===== src/rtl/core/heightmap_bilinear_height_query_core_assert.svh =====
// assertion macros shared by the core
`ifndef HEIGHTMAP_BILINEAR_HEIGHT_QUERY_CORE_ASSERT_SVH
`define HEIGHTMAP_BILINEAR_HEIGHT_QUERY_CORE_ASSERT_SVH

// same-cycle implication, disabled during reset
`define HBQ_ASSERT_IMP(label, clk, rst_n, ante, cons) \
    label: assert property (@(posedge clk) disable iff (!rst_n) (ante) |-> (cons)) \
        else $error("hbq assertion failed");

// next-cycle implication, disabled during reset
`define HBQ_ASSERT_NXT(label, clk, rst_n, ante, cons) \
    label: assert property (@(posedge clk) disable iff (!rst_n) (ante) |=> (cons)) \
        else $error("hbq assertion failed");

`endif


===== src/rtl/core/hbq_pkg.sv =====
package hbq_pkg;

    // command codes
    localparam logic CMD_LOAD  = 1'b0;
    localparam logic CMD_QUERY = 1'b1;

    // configuration register indexes
    localparam int CFG_IDX_W = 3;
    localparam logic [CFG_IDX_W-1:0] CFG_INV_SCALE_X  = 3'd0;
    localparam logic [CFG_IDX_W-1:0] CFG_INV_SCALE_Z  = 3'd1;
    localparam logic [CFG_IDX_W-1:0] CFG_CENTER_OFF_X = 3'd2;
    localparam logic [CFG_IDX_W-1:0] CFG_CENTER_OFF_Z = 3'd3;
    localparam logic [CFG_IDX_W-1:0] CFG_GRID_WIDTH   = 3'd4;
    localparam logic [CFG_IDX_W-1:0] CFG_GRID_LENGTH  = 3'd5;

    localparam int CFG_DATA_W   = 16;
    localparam int GRID_SIZE_W  = 9;
    localparam int CELL_W       = 3;
    localparam int FRAC_W       = 8;
    localparam int WORLD_W      = 24;
    localparam int PROD_W       = 41;
    localparam int GPOS_W       = 34;
    localparam int CORNER_W     = 6;
    localparam int WEIGHT_W     = 10;
    localparam int EDGE_W       = 16;
    localparam int MIX_W        = 26;
    localparam int MIX_FRAC_W   = 16;

    // corner slots, in read order
    localparam logic [1:0] CORNER_BL = 2'd0;
    localparam logic [1:0] CORNER_BR = 2'd1;
    localparam logic [1:0] CORNER_TL = 2'd2;
    localparam logic [1:0] CORNER_TR = 2'd3;
    localparam logic [2:0] READ_LAST = 3'd4;

    typedef struct packed {
        logic                      command;
        logic [7:0]                sample_column;
        logic [7:0]                sample_row;
        logic [7:0]                raw_height;
        logic signed [WORLD_W-1:0] world_x;
        logic signed [WORLD_W-1:0] world_z;
        logic                      reverse_quad;
    } hbq_req_t;

    typedef struct packed {
        logic [CELL_W-1:0] height;
        logic              out_of_range;
    } hbq_rsp_t;

    typedef logic [3:0][CELL_W-1:0] hbq_corners_t;

    typedef struct packed {
        logic corr_en;
        logic edge_en;
        logic mix_en;
    } hbq_interp_ctrl_t;

    typedef enum logic [3:0] {
        ST_IDLE,
        ST_LOAD,
        ST_MUL,
        ST_POS,
        ST_CHK,
        ST_READ,
        ST_CORR,
        ST_EDGE,
        ST_MIX,
        ST_DONE
    } hbq_state_t;

endpackage


===== src/rtl/core/hbq_interp.sv =====
module hbq_interp
    import hbq_pkg::*;
(
    input  logic                    clk,
    input  hbq_interp_ctrl_t        ctrl,
    input  hbq_corners_t            corners,
    input  logic [FRAC_W-1:0]       fx,
    input  logic [FRAC_W-1:0]       fz,
    input  logic                    reverse_quad,
    output logic signed [MIX_W-1:0] mix
);

    logic signed [CORNER_W-1:0] bl_reg, br_reg, tl_reg, tr_reg;
    logic signed [CORNER_W-1:0] bl_next, br_next, tl_next, tr_next;
    logic signed [EDGE_W-1:0]   top_reg, bot_reg, top_next, bot_next;
    logic signed [MIX_W-1:0]    mix_reg, mix_next;
    logic signed [WEIGHT_W-1:0] fx_w, fz_w, fx_inv, fz_inv;

    // fraction weights
    assign fx_w   = $signed({2'b00, fx});
    assign fz_w   = $signed({2'b00, fz});
    assign fx_inv = 10'sd256 - fx_w;
    assign fz_inv = 10'sd256 - fz_w;

    // planar correction of the corner opposite the chosen triangle
    always_comb
    begin
        bl_next = $signed({3'b000, corners[CORNER_BL]});
        br_next = $signed({3'b000, corners[CORNER_BR]});
        tl_next = $signed({3'b000, corners[CORNER_TL]});
        tr_next = $signed({3'b000, corners[CORNER_TR]});
        if (reverse_quad)
        begin
            if (fz >= fx)
                br_next = bl_next + tr_next - tl_next;
            else
                tl_next = tr_next + bl_next - br_next;
        end
        else
        begin
            if ({1'b0, fx} + {1'b0, fz} < 9'd256)
                tr_next = tl_next + br_next - bl_next;
            else
                bl_next = tl_next + br_next - tr_next;
        end
    end

    // interpolation along x, then along z
    assign top_next = EDGE_W'(tl_reg) * EDGE_W'(fx_inv) + EDGE_W'(tr_reg) * EDGE_W'(fx_w);
    assign bot_next = EDGE_W'(bl_reg) * EDGE_W'(fx_inv) + EDGE_W'(br_reg) * EDGE_W'(fx_w);
    assign mix_next = MIX_W'(bot_reg) * MIX_W'(fz_inv) + MIX_W'(top_reg) * MIX_W'(fz_w);

    // stage registers
    always_ff @(posedge clk)
    begin
        if (ctrl.corr_en)
        begin
            bl_reg <= bl_next;
            br_reg <= br_next;
            tl_reg <= tl_next;
            tr_reg <= tr_next;
        end
        if (ctrl.edge_en)
        begin
            top_reg <= top_next;
            bot_reg <= bot_next;
        end
        if (ctrl.mix_en)
            mix_reg <= mix_next;
    end

    assign mix = mix_reg;

endmodule

===== config.mk =====
export PLATFORM = sky130hd
export DESIGN_NAME = hbq_interp
export DESIGN_NICKNAME = d
export VERILOG_FILES = /design/src/rtl/core/heightmap_bilinear_height_query_core_assert.svh /design/src/rtl/core/hbq_pkg.sv /design/src/rtl/core/hbq_interp.sv
export SDC_FILE = /design/constraint.sdc
export NUM_CORES = 1
export LEC_CHECK = 0
export ABC_AREA = 1
export BUFFER_PORTS_ARGS = -buffer_cell sky130_fd_sc_hd__buf_2
export CELL_PAD_IN_SITES_DETAIL_PLACEMENT = 0
export CELL_PAD_IN_SITES_GLOBAL_PLACEMENT = 2
export CORE_MARGIN = 2
export CORE_UTILIZATION = 41
export CTS_BUF_LIST = sky130_fd_sc_hd__clkbuf_8
export DETAILED_ROUTE_END_ITERATION = 10
export PLACE_DENSITY_LB_ADDON = 0.08
export SKIP_CTS_REPAIR_TIMING = 1
export SLEW_MARGIN = 40
export SYNTH_ARGS = -nofsm -noshare
export SYNTH_HDL_FRONTEND = slang
export SYNTH_SLANG_ARGS = --single-unit

===== constraint.sdc =====
create_clock -name clk -period 8 [get_ports clk]
set_input_delay 0.4 -clock clk [delete_from_list [all_inputs] [get_ports clk]]
set_output_delay 0.4 -clock clk [all_outputs]
set_load 0.01 [all_outputs]

Word level (Yosys, flattened, before mapping)
Cells that the tools add are included.
Widths: inputs -> output; s select.
{ "classes": {"addsub": 12, "multipliers": 6, "order_cmp": 2, "n_mux": 8, "bitwise": 2, "n_reduce_logical": 4} }
{ "op_table": {"columns": ["operator", "count"], "rows": [
  ["$add 15x15->16", 2],
  ["$mul 5x10->15", 2],
  ["$mul 6x9->15", 2],
  ["$add 26x25->26", 1],
  ["$mul 16x10->26", 1],
  ["$mul 16x9->25", 1],
  ["$mux 3", 8],
  ["$sub 4x3->5", 4],
  ["$sub 9x8->10 const A", 2],
  ["$add 8x8->9", 1],
  ["$lt 9x9->1 const B", 1],
  ["$add 3x3->4", 2],
  ["$ge 8x8->1", 1],
  ["$reduce_or 2->1", 3],
  ["$not 1->1", 2],
  ["$reduce_and 2->1", 1]
]} }
{ "word_totals": {"regBits": 80, "out_inout_bits": 26} }

Longest topological paths before layout
{ "logic_depth": {"ltp_word": 4, "mapped_depth": 34} }

Least setup slack after synthesis
No wires, ideal clock.
{ "synth_timing": {"kind": "input to register", "startpoint": "input port fz[0]", "endpoint": "register mix_reg[25], in the netlist mix[25] (data pin)", "setup_ns": 0.252, "arrival_time_ns": 5.804, "slack_ns": 1.944, "path_stages": 32, "path_buffers": 1, "path_cell_list": "buf_2 > inv_2 > ha_1 > nand2_1 > nor2_2 > inv_2 > or2_1 > o21ai_1 > nand2_2 > clkinv_2 > nand2_1 > fa_1 > fa_1 > inv_1 > fa_1 > inv_1 > fa_1 > inv_1 > fa_1 > inv_1 > fa_1 > inv_1 > ha_1 > nand2_1 > nor2_1 > nand2_1 > nor2_1 > nand2_1 > nand3_1 > inv_1 > nand2_1 > nand2_1"} }
{ "synth_between": {"elab_chain_len": 3} }
{ "synth_rtl": {"columns": ["element", "line_no", "text"], "rows": [
  ["start: declaration", "hbq_interp.sv:8", "input logic [FRAC_W-1:0] fz,"],
  ["$sub 9x8->10", "hbq_interp.sv:23", "assign fz_inv = 10'sd256 - fz_w;"],
  ["$mul 16x10->26", "hbq_interp.sv:51", "assign mix_next = MIX_W'(bot_reg) * MIX_W'(fz_inv) + MIX_W'(top_reg) * MIX_W'(fz_w);"],
  ["$add 26x25->26 (*)", "hbq_interp.sv:51", null],
  ["net mix_next[25]", "hbq_interp.sv:16", "logic signed [MIX_W-1:0] mix_reg, mix_next;"],
  ["end signal: assignment", "hbq_interp.sv:69", "mix_reg <= mix_next;"],
  ["end: declaration", "hbq_interp.sv:16", null]
]} }
Mark *: on every way through the listed nets, which the timed path passes. The rest lies on a longest branch.
A chain may end at the register's enable or synchronous reset.

Worst setup path after layout
Same ends and word-level chain as after synthesis.

==> results.txt <==
Synth Net Count = 3351
Via/cell ratio = 4.700
Flops & latches, synth = 78
Post-DP HPWL = 50480 microns
Most common cell after layout, fill and taps aside = inv_1
FF-to-FF path depth = 22
Worst reg2reg path endpoint = mix[25]
Total core area = 51510 sq um
Skew final = 0.02778 ns
Drt wl/cell = 17.12 microns
Crit path max fanout = 9
Worst-Skew Late Latency = 0.43 ns
Critical path capture point type = register
Crit. Startpoint = fz[0]
Max cap viols = 0
Total gr overflow = 0
Fmax = 158.1 MHz
Initial core utilization = 0.4158
TritonCTS Buffers = 9
Max-slew headroom = 0.4909
Commonest cells after routing, fill and taps aside = 871 x inv_1, 602 x nand2_1, 410 x fa_1
Synth warn = 0
Gr usage total = 0.2284
CP peak stage delay = 0.55 ns
Num ports = 59
Site Rows = 83
Final worst path period need = 6.326 ns
Setup total negative slack = 0 ns
Residual DRC = 0
# setup viols final = 0
Root Buffer = clkbuf_8
Largest net degree at the start of global routing = 34
Area Overhead vs Synth = 5.323%
Layout cells sized above 1 = 0.03785
DRT Pass-1 Iters = 5
CTS tree = done
CP dominant cell by count = nand2_1
Share of flip-flops with an asynchronous set or reset = 0
Routed Antenna Nets = 0
R2r setup slk = 2.04 ns
RSZ-0062 raised after global routing = false
DIE HEIGHT = 232.5 microns
Cells on Worst Hold Path = 3
Final slew viol count = 0
Hold WC Path Type = in -> reg
Nets = 3360
Vias post-DR = 15870
Seq/Total Area, Yosys = 0.1094
Die area = 54080 sq um
Max FFs per register = 26
CTS H-Tree Depth = 3
Slowest CP cell = fa_1
Die Wd = 232.5 microns
Worst-path clk slew = 0.11 ns
Post-synth EDFFs = 78
CP required = 8.21 ns
Status = finished, final reports clean
Final hold vios = 0
Period utilization = 0.7907
Instance count of the mapped netlist = 2681
Synth Flop Type = edfxtp_1
CTS max path bufs = 2
Arrival time worst endpoint = 6.53 ns
Drt total wl = 57810 microns
Synth unique cells = 39
Setup crit start kind = input port
Critical path class = in -> reg
Final Util = 0.4379
CTS sink count = 78
PortBufs = 58
Fillers = 5454
Placer Congestion = 0.9102
Mapped Area = 21420 sq um
Pin slew with the least headroom to its limit = 0.7637 ns
First-pass GRT wire length = 93010 microns
End of the critical path = mix[25]
Critical R2R Launch = top_reg[15]
Initial antenna violation count = 2
Vias in the first global route = 17050
Avg Cell Area, Syn = 7.988 sq um
Detailed Route Iter0 Violations = 719
-- Yosys cell counts (5+ instances only) --
library cell  count  area share
o21bai_1          7      0.0025
xnor2_1          11      0.0045
nor2_1          172       0.030
clkbuf_2          9      0.0021
o21ai_0          24      0.0056
buf_2             6      0.0014
inv_2             7      0.0012
nand2_1         602        0.11
xor2_1           35       0.014
nand4_1          20      0.0058
nor3_1            6      0.0014
clkbuf_1         48      0.0084
or2_2             5      0.0015
ha_1            227        0.13
inv_1           871        0.15
edfxtp_1         78        0.11
fa_1            410        0.38
nand3_1          56       0.013
a21oi_1          52       0.012
-- metrics by stage --
step	hold slack [ns]	cells	setup WS [ns]	area, sq um
2_1_floorplan	0.5125	2681	1.944	21420
3_3_place_gp	0.7449	3359	1.205	22320
3_5_place_dp	0.7423	3359	1.189	22320
4_1_cts	0.2798	3375	1.700	22550
5_1_grt	0.3077	3376	1.342	22560
6_report	0.3108	3376	1.674	22560
-- worst min path at each step --
| stage | start | to | slack, ns |
|---|---|---|---|
| 2_1_floorplan | ctrl[2] | bl_reg[0] | 0.51 |
| 3_3_place_gp | corners[5] | br_reg[2] | 0.74 |
| 3_5_place_dp | corners[5] | br_reg[2] | 0.74 |
| 4_1_cts | corners[5] | br_reg[2] | 0.28 |
| 5_1_grt | corners[2] | bl_reg[2] | 0.31 |
| 6_report | corners[5] | br_reg[2] | 0.31 |
-- critical path, delay by kind of cell --
| family | cells | cell delay, ns |
|---|---|---|
| adders and majority gates | 8 | 3.53 |
| and+or+nand+nor | 13 | 1.81 |
| buffers and inverters | 10 | 0.79 |
-- logic make-up (layout without fill, tap and decap cells) --
family / Yosys count / in the layout / synth area share
XOR/XNOR: 47 / 47 / 0.02010
AO/OA/AOI/OAI: 100 / 100 / 0.02547
buffers and inverters: 947 / 961 / 0.1678
AND/OR/NAND/NOR: 872 / 872 / 0.1614
flip-flops: 78 / 78 / 0.1094
adder cells (fa/ha/maj): 637 / 637 / 0.5159
other: 0 / 1 / 0
-- routing by layer --
layer	vias to the layer above	GRT usage	routed length (microns)	share of wire
met3	72	0.02206	1897	0.033
met5	-	0	0	0
li1	7651	-	-	-
met4	0	0.07484	1874	0.032
met2	290	0.4200	29730	0.51
met1	7854	0.2792	24310	0.42
-- area by class of cell --
| class | instances | area (sq um) | share of cell area |
|---|---|---|---|
| Clock buffer | 9 | 123.9 | 0.005492 |
| Antenna cell | 1 | 2.502 | 0.0001109 |
| Clock inverter | 7 | 105.1 | 0.004660 |
| Inverter | 879 | 3301 | 0.1463 |
| Timing Repair Buffer | 66 | 350.3 | 0.01553 |
| Multi-Input combinational cell | 1656 | 15480 | 0.6863 |
| Sequential cell | 78 | 2342 | 0.1038 |
| Tap cell | 680 | 850.8 | 0.03772 |
Power is left out: the tool's default activity adds up to more than one toggle a clock period on the data nets, which glitch-free logic cannot reach.
